<file path="config.mk">
export PLATFORM = sky130hd
export DESIGN_NAME = rotary_encoder_interface
export DESIGN_NICKNAME = d
export VERILOG_FILES = /design/src/rtl/rei_pkg.sv /design/src/rtl/rotary_encoder_interface.sv
export VERILOG_INCLUDE_DIRS = /design/src /design/src/rtl
export SDC_FILE = /design/constraint.sdc
export NUM_CORES = 1
export LEC_CHECK = 0
export ABC_AREA = 1
export BUFFER_PORTS_ARGS = -buffer_cell sky130_fd_sc_hd__buf_2
export CAP_MARGIN = 20
export CORE_ASPECT_RATIO = 0.7
export CORE_UTILIZATION = 55
export CTS_BUF_LIST = sky130_fd_sc_hd__clkbuf_16
export DETAILED_ROUTE_END_ITERATION = 16
export PLACE_DENSITY = 0.73
export SLEW_MARGIN = 20
export SYNTH_ARGS = -nofsm -noshare
export SYNTH_HDL_FRONTEND = slang
export SYNTH_SLANG_ARGS = --single-unit
export TNS_END_PERCENT = 20
</file>
<file path="constraint.sdc">
create_clock -name clk -period 13.2 [get_ports clk]
set_input_delay 1.32 -clock clk [delete_from_list [all_inputs] [get_ports clk]]
set_output_delay 1.32 -clock clk [all_outputs]
set_load 0.03 [all_outputs]
</file>
<file path="src/rtl/rotary_encoder_interface_assert.svh">
// Assertion helpers for the rotary encoder interface
`ifndef ROTARY_ENCODER_INTERFACE_ASSERT_SVH
`define ROTARY_ENCODER_INTERFACE_ASSERT_SVH

// same-cycle implication
`define REI_ASSERT_IMP(label, ante, cons, msg) \
    label: assert property (@(posedge clk) disable iff (!rst_n) (ante) |-> (cons)) \
        else $error(msg);

// next-cycle implication
`define REI_ASSERT_NXT(label, ante, cons, msg) \
    label: assert property (@(posedge clk) disable iff (!rst_n) (ante) |=> (cons)) \
        else $error(msg);

`endif

</file>
<file path="src/rtl/rei_pkg.sv">
`default_nettype none

package rei_pkg;

    localparam int EDGES_PER_CLICK_DEF = 4;

    localparam int CNT_W  = 32;
    localparam int DIV_W  = 8;
    localparam int TIME_W = 32;
    localparam int DBT_W  = 16;
    localparam int LPT_W  = 16;
    localparam int CFG_W  = 16;
    localparam int IDX_W  = 2;
    localparam int STEP_W = $clog2(CNT_W);

    localparam logic [IDX_W-1:0] CFG_STEPS_PER_ITEM  = 2'd0;
    localparam logic [IDX_W-1:0] CFG_DEBOUNCE_TIME   = 2'd1;
    localparam logic [IDX_W-1:0] CFG_LONG_PRESS_TIME = 2'd2;

    typedef enum logic [1:0] {
        EV_ROTATE = 2'd0,
        EV_SHORT  = 2'd1,
        EV_LONG   = 2'd2
    } event_t;

    // step for {prev_a, prev_b, now_a, now_b}
    localparam logic signed [1:0] STEP_LUT [0:15] = '{
         2'sd0, -2'sd1,  2'sd1,  2'sd0,
         2'sd1,  2'sd0,  2'sd0, -2'sd1,
        -2'sd1,  2'sd0,  2'sd0,  2'sd1,
         2'sd0,  2'sd1, -2'sd1,  2'sd0
    };

endpackage

`default_nettype wire

</file>
<file path="src/rtl/rotary_encoder_interface.sv">
// Pin sample: no result, and the input stays open; the next item can transfer on the next edge.
// Poll: 32 divide steps by the one-bit-per-cycle restoring divider, then 1 sign fix-up
// in ST_FIN, after which the first result, if any, is valid; a poll holds the input
// stalled through the divide and the fix-up even with no result, and further until each
// result transfers, through any output stall.
// Reset (rst_n low, asynchronous) returns all registers to their reset values.
`default_nettype none

module rotary_encoder_interface #(
    parameter int EDGES_PER_CLICK = rei_pkg::EDGES_PER_CLICK_DEF
) (
    input  wire logic                            clk,
    input  wire logic                            rst_n,
    input  wire logic                            in_valid,
    output logic                                 in_stall,
    input  wire logic                            kind,
    input  wire logic                            pin_a,
    input  wire logic                            pin_b,
    input  wire logic                            switch_level,
    input  wire logic [rei_pkg::TIME_W-1:0]      now_ms,
    output logic                                 out_valid,
    input  wire logic                            out_stall,
    output logic [1:0]                           event_res,
    output logic signed [rei_pkg::CNT_W-1:0]     rotate_delta,
    output logic                                 last,
    input  wire logic                            cfg_we,
    input  wire logic [rei_pkg::IDX_W-1:0]       cfg_index,
    input  wire logic [rei_pkg::CFG_W-1:0]       cfg_data
);

    localparam int AW = $clog2(EDGES_PER_CLICK + 1) + 1;
    localparam logic signed [AW-1:0] EPD = AW'(EDGES_PER_CLICK);
    localparam int CW = rei_pkg::CNT_W;
    localparam int SW = rei_pkg::STEP_W;
    localparam int DW = rei_pkg::DIV_W;
    localparam logic signed [CW-1:0] CNT_MAX = {1'b0, {(CW-1){1'b1}}};
    localparam logic signed [CW-1:0] CNT_MIN = {1'b1, {(CW-1){1'b0}}};
    localparam logic [SW-1:0] STEP_LAST = {SW{1'b1}};

    typedef enum logic [2:0] {
        ST_IDLE,
        ST_DIV,
        ST_FIN,
        ST_ROT,
        ST_PRESS
    } state_t;

    state_t                            state_reg, state_next;
    logic [DW-1:0]                     spi_reg, spi_next;
    logic [rei_pkg::DBT_W-1:0]         dbt_reg, dbt_next;
    logic [rei_pkg::LPT_W-1:0]         lpt_reg, lpt_next;
    logic [1:0]                        pins_reg, pins_next;
    logic signed [AW-1:0]              accum_reg, accum_next;
    logic signed [CW-1:0]              detent_reg, detent_next;
    logic                              stable_reg, stable_next;
    logic [rei_pkg::TIME_W-1:0]        change_t_reg, change_t_next;
    logic [rei_pkg::TIME_W-1:0]        press_t_reg, press_t_next;
    logic                              long_fired_reg, long_fired_next;
    logic [SW-1:0]                     step_reg, step_next;
    logic [CW-1:0]                     quo_reg, quo_next;
    logic [DW-1:0]                     rem_reg, rem_next;
    logic [DW-1:0]                     div_reg, div_next;
    logic                              neg_reg, neg_next;
    logic                              pend_reg, pend_next;
    rei_pkg::event_t                   pend_ev_reg, pend_ev_next;
    logic                              out_valid_reg, out_valid_next;
    rei_pkg::event_t                   ev_reg, ev_next;
    logic signed [CW-1:0]              delta_reg, delta_next;
    logic                              last_reg, last_next;

    logic signed [1:0]                 step;
    logic signed [AW-1:0]              acc_sum;
    logic [rei_pkg::TIME_W-1:0]        since_change;
    logic [rei_pkg::TIME_W-1:0]        since_press;
    logic                              sw_change;
    logic                              long_ok;
    logic [DW:0]                       rem_sh;
    logic                              q_bit;

    assign step         = rei_pkg::STEP_LUT[{pins_reg, pin_a, pin_b}];
    assign acc_sum      = accum_reg + AW'(step);
    assign since_change = now_ms - change_t_reg;
    assign since_press  = now_ms - press_t_reg;
    assign sw_change    = (switch_level != stable_reg)
                          && (since_change >= rei_pkg::TIME_W'(dbt_reg));
    assign long_ok      = (sw_change && !switch_level) ? (lpt_reg == '0)
                          : (!long_fired_reg && since_press >= rei_pkg::TIME_W'(lpt_reg));
    assign rem_sh       = {rem_reg, quo_reg[CW-1]};
    assign q_bit        = rem_sh >= {1'b0, div_reg};

    always_comb
    begin
        state_next      = state_reg;
        spi_next        = spi_reg;
        dbt_next        = dbt_reg;
        lpt_next        = lpt_reg;
        pins_next       = pins_reg;
        accum_next      = accum_reg;
        detent_next     = detent_reg;
        stable_next     = stable_reg;
        change_t_next   = change_t_reg;
        press_t_next    = press_t_reg;
        long_fired_next = long_fired_reg;
        step_next       = step_reg;
        quo_next        = quo_reg;
        rem_next        = rem_reg;
        div_next        = div_reg;
        neg_next        = neg_reg;
        pend_next       = pend_reg;
        pend_ev_next    = pend_ev_reg;
        out_valid_next  = out_valid_reg;
        ev_next         = ev_reg;
        delta_next      = delta_reg;
        last_next       = last_reg;

        if (cfg_we)
        begin
            unique case (cfg_index)
                rei_pkg::CFG_STEPS_PER_ITEM:  spi_next = cfg_data[DW-1:0];
                rei_pkg::CFG_DEBOUNCE_TIME:   dbt_next = cfg_data[rei_pkg::DBT_W-1:0];
                rei_pkg::CFG_LONG_PRESS_TIME: lpt_next = cfg_data[rei_pkg::LPT_W-1:0];
                default: ;
            endcase
        end

        unique case (state_reg)
            ST_IDLE:
            begin
                if (in_valid && !kind)
                begin
                    pins_next = {pin_a, pin_b};
                    if (step != 2'sd0)
                    begin
                        accum_next = acc_sum;
                        if (acc_sum >= EPD)
                        begin
                            accum_next = acc_sum - EPD;
                            if (detent_reg != CNT_MAX)
                                detent_next = detent_reg + CW'(1);
                        end
                        else if (acc_sum <= -EPD)
                        begin
                            accum_next = acc_sum + EPD;
                            if (detent_reg != CNT_MIN)
                                detent_next = detent_reg - CW'(1);
                        end
                    end
                end
                else if (in_valid)
                begin
                    neg_next    = detent_reg[CW-1];
                    quo_next    = detent_reg[CW-1] ? CW'(-detent_reg) : CW'(detent_reg);
                    rem_next    = '0;
                    div_next    = (spi_reg == '0) ? DW'(1) : spi_reg;
                    step_next   = '0;
                    detent_next = '0;
                    pend_next   = 1'b0;
                    if (sw_change)
                    begin
                        change_t_next = now_ms;
                        stable_next   = switch_level;
                        if (!switch_level)
                        begin
                            press_t_next    = now_ms;
                            long_fired_next = 1'b0;
                        end
                        else if (!long_fired_reg)
                        begin
                            pend_next    = 1'b1;
                            pend_ev_next = rei_pkg::EV_SHORT;
                        end
                    end
                    if (!switch_level && long_ok)
                    begin
                        long_fired_next = 1'b1;
                        pend_next       = 1'b1;
                        pend_ev_next    = rei_pkg::EV_LONG;
                    end
                    state_next = ST_DIV;
                end
            end
            ST_DIV:
            begin
                rem_next  = q_bit ? DW'(rem_sh - {1'b0, div_reg}) : rem_sh[DW-1:0];
                quo_next  = {quo_reg[CW-2:0], q_bit};
                step_next = step_reg + 1'b1;
                if (step_reg == STEP_LAST)
                    state_next = ST_FIN;
            end
            ST_FIN:
            begin
                if (quo_reg != '0)
                begin
                    out_valid_next = 1'b1;
                    ev_next        = rei_pkg::EV_ROTATE;
                    delta_next     = neg_reg ? -$signed(quo_reg) : $signed(quo_reg);
                    last_next      = !pend_reg;
                    state_next     = ST_ROT;
                end
                else if (pend_reg)
                begin
                    out_valid_next = 1'b1;
                    ev_next        = pend_ev_reg;
                    delta_next     = '0;
                    last_next      = 1'b1;
                    state_next     = ST_PRESS;
                end
                else
                    state_next = ST_IDLE;
            end
            ST_ROT:
            begin
                if (!out_stall)
                begin
                    if (pend_reg)
                    begin
                        ev_next    = pend_ev_reg;
                        delta_next = '0;
                        last_next  = 1'b1;
                        state_next = ST_PRESS;
                    end
                    else
                    begin
                        out_valid_next = 1'b0;
                        state_next     = ST_IDLE;
                    end
                end
            end
            ST_PRESS:
            begin
                if (!out_stall)
                begin
                    out_valid_next = 1'b0;
                    state_next     = ST_IDLE;
                end
            end
            default: state_next = ST_IDLE;
        endcase
    end

    always_ff @(posedge clk or negedge rst_n)
    begin
        if (!rst_n)
        begin
            state_reg      <= ST_IDLE;
            spi_reg        <= DW'(1);
            dbt_reg        <= rei_pkg::DBT_W'(30);
            lpt_reg        <= rei_pkg::LPT_W'(600);
            pins_reg       <= 2'b11;
            accum_reg      <= '0;
            detent_reg     <= '0;
            stable_reg     <= 1'b1;
            change_t_reg   <= '0;
            press_t_reg    <= '0;
            long_fired_reg <= 1'b0;
            step_reg       <= '0;
            quo_reg        <= '0;
            rem_reg        <= '0;
            div_reg        <= DW'(1);
            neg_reg        <= 1'b0;
            pend_reg       <= 1'b0;
            pend_ev_reg    <= rei_pkg::EV_SHORT;
            out_valid_reg  <= 1'b0;
            ev_reg         <= rei_pkg::EV_ROTATE;
            delta_reg      <= '0;
            last_reg       <= 1'b0;
        end
        else
        begin
            state_reg      <= state_next;
            spi_reg        <= spi_next;
            dbt_reg        <= dbt_next;
            lpt_reg        <= lpt_next;
            pins_reg       <= pins_next;
            accum_reg      <= accum_next;
            detent_reg     <= detent_next;
            stable_reg     <= stable_next;
            change_t_reg   <= change_t_next;
            press_t_reg    <= press_t_next;
            long_fired_reg <= long_fired_next;
            step_reg       <= step_next;
            quo_reg        <= quo_next;
            rem_reg        <= rem_next;
            div_reg        <= div_next;
            neg_reg        <= neg_next;
            pend_reg       <= pend_next;
            pend_ev_reg    <= pend_ev_next;
            out_valid_reg  <= out_valid_next;
            ev_reg         <= ev_next;
            delta_reg      <= delta_next;
            last_reg       <= last_next;
        end
    end

    assign in_stall     = (state_reg != ST_IDLE);
    assign out_valid    = out_valid_reg;
    assign event_res    = ev_reg;
    assign rotate_delta = delta_reg;
    assign last         = last_reg;

`include "rotary_encoder_interface_assert.svh"

    `REI_ASSERT_NXT(a_poll_divides, in_valid && !in_stall && kind, state_reg == ST_DIV, "poll did not start division")
    `REI_ASSERT_IMP(a_no_input_while_result, out_valid, in_stall, "input open while result pending")
    `REI_ASSERT_IMP(a_rotate_nonzero, out_valid && event_res == rei_pkg::EV_ROTATE, rotate_delta != '0, "zero rotate event")
    `REI_ASSERT_IMP(a_press_zero_delta, out_valid && event_res != rei_pkg::EV_ROTATE, rotate_delta == '0 && last, "press event malformed")

endmodule

`default_nettype wire

</file>
# After elaboration in Yosys (flattened, before gate mapping)
# Memory sizes are Yosys's and may differ from the RTL's.
# Cells that the tools add are included.
[totals] reg_bits=240 rom_bits=32 input_bits=59 output_inout_bits=37 wordCells=165 n_memories=1
[classes] addsub=11 magnitude_cmp=6 eq_ne=23 mux=62 bitwise_logic=3 reduce_logical=37
[memory_table] memory="(name not given)" words=16 width=2 read_ports=1 rd_ports_with_merged_regs=0 write_ports=0 line="rotary_encoder_interface.sv:80" source="assign step = rei_pkg::STEP_LUT[{pins_reg, pin_a, pin_b}];"
[op_table] operator="32-bit 2-to-1 mux" n=14
[op_table] operator="32-bit one-hot mux with 2 select lines" n=2
[op_table] operator="32-bit by 16-bit greater-or-equal comparator with 1-bit output" n=2
[op_table] operator="32-bit inequality test, second input constant" n=2
[op_table] operator="32-bit negator" n=2
[op_table] operator="32-bit subtractor" n=2
[op_table] operator="32-bit by 2-bit adder with 32-bit output, second input constant" n=1
[op_table] operator="8-bit 2-to-1 mux" n=4
[op_table] operator="32-bit nonzero test" n=1
[op_table] operator="32-bit by 2-bit subtractor with 32-bit output, second input constant" n=1
[op_table] operator="3-bit 2-to-1 mux" n=7
[op_table] operator="5-bit AND reduction" n=4
[op_table] operator="2-bit 2-to-1 mux" n=9
[op_table] operator="16-bit zero test" n=1
[op_table] operator="1-bit 2-to-1 mux" n=16
[op_table] operator="8-bit one-hot mux with 2 select lines" n=1
[op_table] operator="3-bit one-hot mux with 5 select lines" n=1
[op_table] operator="2-bit inequality test, second input constant" n=6
[op_table] operator="6-bit AND reduction" n=2
[op_table] operator="2-bit nonzero test" n=6
[op_table] operator="5-bit 2-to-1 mux" n=2
[op_table] operator="5-bit one-hot mux with 2 select lines" n=1
[op_table] operator="2-bit AND reduction" n=5
[op_table] operator="9-bit by 8-bit greater-or-equal comparator with 1-bit output" n=1
[op_table] operator="other kinds (33)" n=49

# Depth between registers and ports, before layout
[depth] ltp_word=10 mapped_depth=29 depth_no_buf=29

# Worst setup path after synthesis
# OpenSTA, ideal clock, no wires.
[synth_path] kind="in2reg" from="input pin_a" to="register detent_reg[20]" setup_time_ns=0.083 arrival_time_ns=6.678 t_required_ns=13.117 path_slack_ns=6.439 cell_stages=23 n_path_buf=0 path_cell_list="inv_1 > ha_1 > xnor2_1 > xor2_1 > inv_1 > ha_1 > fa_1 > xnor2_1 > inv_1 > ha_1 > a31oi_1 > ha_1 > a21oi_1 > nand2_1 > a21oi_1 > o21ai_0 > a21boi_0 > o21ai_0 > nand2_1 > nand2_1 > nand2_1 > nand2_1 > o21ai_0"
[synth_between] elab_chain_len=9 elab_cells_between_ends=16 classes_between="add/sub (1); order compare (2); eq/ne (4); mux (5); bitwise (1); reduce/logical (2); memory (1)"
[synth_rtl] element="start, declared" line="rotary_encoder_interface.sv:17" source="input wire logic pin_a,"
[synth_rtl] element="4-bit inverter with 5-bit output (not written as such) (*)" line="rotary_encoder_interface.sv:80"
[synth_rtl] element="memory read 16 x 2 bit (*)"
[synth_rtl] element="2-bit 2-to-1 mux (not written as such) (*) (2 in a row)" line="rotary_encoder_interface.sv:80"
[synth_rtl] element="branches (longest 5 deep; another with 4-bit by 2-bit adder with 4-bit output)"
[synth_rtl] element="end signal, assigned" line="rotary_encoder_interface.sv:276" source="detent_reg <= detent_next;"
[synth_rtl] element="end, declared" line="rotary_encoder_interface.sv:54" source="logic signed [CW-1:0] detent_reg, detent_next;"
# Every way passes the cells marked *. The select of a mux whose other input is x is not followed.
# A chain may end at the register's enable or synchronous reset.

# Worst setup path in the final report
# Ends and elaborated chain as after synthesis.

==> impl_metrics.ini <==
[outcome]
status = completed

[place]
dp_hpwl_microns = 49800
gp_congestion = 0.968
portBuffers = 95

[timing]
tightest_slew_ns = 1.00
finClkSkew_ns = 0.0248
hold_viol = 0
fin_crit_ns = 5.87
slew_violations = 0
rsz0062_at_grt = no
max_slew_margin_pct = 33.3
finalSetupViolCount = 0
fin_setup_tns_ns = 0
max_freq_ghz = 0.170
fin_crit_sh_pct = 44.5

[critical_path]
setup.worst_path.start = pin_a
crit_fanout = 35
worst_ep_required_time_ns = 13.69
cp.arrival_ns = 6.36
worstSetupPathType = in -> reg
r2r_setup_slack_ns = 7.85
r2r_start = pins_reg[0]
worstSetupStartpointType = input pin
end_kind = flip-flop
crit_end = detent_reg[20]
rr_endpoint = detent_reg[20]
reg2regPathDepth = 23

[synthesis]
yosys_warnings = 0
ys_types = 61
ys_seq_elements = 240
syn_inst = 2960
syn-num-nets = 3172
ys_top_cells_by_area = dfrtp_1 (28%), nand2_1 (15%), inv_1 (9.7%), ha_1 (9.2%), nor2_1 (4.7%)
post-synth-top-area-cell = dfrtp_1
synth-seq-area-share_pct = 29.9
synthFlopType = dfrtp_1
synthDominantCellAreaShare_pct = 28.1
synth_edf_count = 0
synth_async_sr_flop_share_pct = 100
syn_area_per_cell_sq_um = 6.81
syn_area_sq_um = 20100

[routing]
drtIter0Drc = 2294
vias_per_cell = 5.59
vias = 19800
drt_pre_antenna_iters = 6
wl_per_cell_microns = 17.8
antenna_left = 0
totalWireLength_microns = 62800
drc_errors = 0

[die]
io_pins = 96
fp.coreArea_sq_um = 36000
start_util_pct = 56.0
num_rows = 58
die-area_sq_um = 37400
die_y_microns = 162
die_w_microns = 231

[final_layout]
fillers = 3440
drive_gt1_share_pct = 10.9
final_common_cell = nand2_1
nets = 3244
final-seq-area_sq_um = 6020
syn2layout_area_growth_pct = 8.24
multi_input_area_sq_um = 11700
mostFrequentLayoutCells = nand2_1 (797), inv_1 (526), nor2_1 (253)
post-route-util_pct = 60.6

[clock_tree]
cts_setup_buffers = 0
cts_buffer_depth = 3
htreeDepth = 1
hold_buffers = 0
cts_tree = yes
cts-root-buf = clkbuf_16
numClockSinks = 240
clock_latency_ns = 0.58
cts_buffers = 27
path_clk_slew_ns = 0.06
cts_resized = 0

[grt]
grt_overflow = 0
grt_max_degree = 105
antenna_found_initial = 2
grtUsageTotal_pct = 33.6
grt_pass1_vias = 17700
grt_pass1_wl_microns = 98800

[worst_hold_path]
worstHoldPathType = reg -> reg

[job]
cap_violations = 0
layout make-up:
type                            count  area share [%]
Multi-Input combinational cell   2124            53.7
Sequential cell                   240            27.6
Clock buffer                       27            3.10
Antenna cell                        2          0.0230
Inverter                          532            9.16
Clock inverter                     23           0.970
Timing Repair Buffer              107            2.64
Tap cell                          480            2.75
cells in the mapped netlist (9+ instances only):
master	n
o21bai_1	13
dfstp_2	14
nand3_1	135
nand2_1	798
nand3b_1	9
a31oi_1	30
nand4_1	35
nand2_2	74
inv_1	522
nor3_1	39
xor2_1	77
xnor2_1	14
o21ai_0	151
o221ai_1	31
buf_2	9
dfrtp_1	226
a21oi_1	142
nor2_1	253
o22ai_1	16
o21ai_2	57
nor4_1	17
ha_1	148
clkbuf_1	39
critical path, cell delays in order:
cell and delay, ns:
buf_2 0.13, inv_1 0.08, ha_1 0.15, nand2_1 0.05, a32oi_1 0.51, ha_1 0.39, a21oi_1 0.14, nand2_1 0.08
xnor2_1 0.14, xnor2_1 0.27, inv_1 0.12, ha_1 0.21, a31oi_2 0.17, buf_4 0.42, ha_1 0.37, a21oi_1 0.15
nand2_1 0.09, a21oi_1 0.26, o21ai_0 0.27, a21boi_0 0.42, o21ai_0 0.21, nand2_1 0.09, nand2_1 0.06, nand2_1 0.07
nand2_1 0.05, o21ai_0 0.14
routing by layer:
metal | vias up | GRT usage [%] | part of all wire (%)
li1 | 9630 | - | -
met1 | 9262 | 56.6 | 52
met2 | 800 | 41.9 | 36
met3 | 66 | 7.60 | 10
met4 | 0 | 5.48 | 1.5
met5 | - | 0 | 0
kinds of logic after synthesis:
logic type | count (synthesis) | synth area share (%)
and+or+nand+nor | 1392 | 29.6
buffers and inverters | 596 | 12.0
adders and majority gates | 153 | 9.69
xor gates and xnor gates | 91 | 3.96
AOI/OAI and AO/OA | 488 | 14.8
DFF | 240 | 29.9
worst min path at each step:
| stage | startpoint | to | slack (ns) | cells after the start |
|---|---|---|---|---|
| 5_1_grt | step_reg[3] | step_reg[3] | 0.49 | 1 |
| 3_3_place_gp | step_reg[3] | step_reg[3] | 0.46 | 1 |
| 2_1_floorplan | step_reg[3] | step_reg[3] | 0.44 | 1 |
| 4_1_cts | step_reg[3] | step_reg[3] | 0.47 | 1 |
| 6_report | step_reg[3] | step_reg[3] | 0.47 | 1 |
| 3_5_place_dp | step_reg[3] | step_reg[3] | 0.47 | 1 |
metrics by stage:
| step | instances | area [sq um] | setup slack [ns] | hold WS (ns) |
|---|---|---|---|---|
| finish | 3535 | 21800 | 7.33 | 0.474 |
| global route | 3535 | 21800 | 6.87 | 0.494 |
| CTS | 3533 | 21800 | 7.38 | 0.473 |
| detailed placement | 3483 | 20900 | 6.77 | 0.466 |
| global placement | 3483 | 20900 | 6.99 | 0.458 |
| floorplan | 2960 | 20100 | 6.44 | 0.441 |
Power is not shown: default switching activity piles up to over one toggle a cycle in this logic, so the estimate is an artifact.
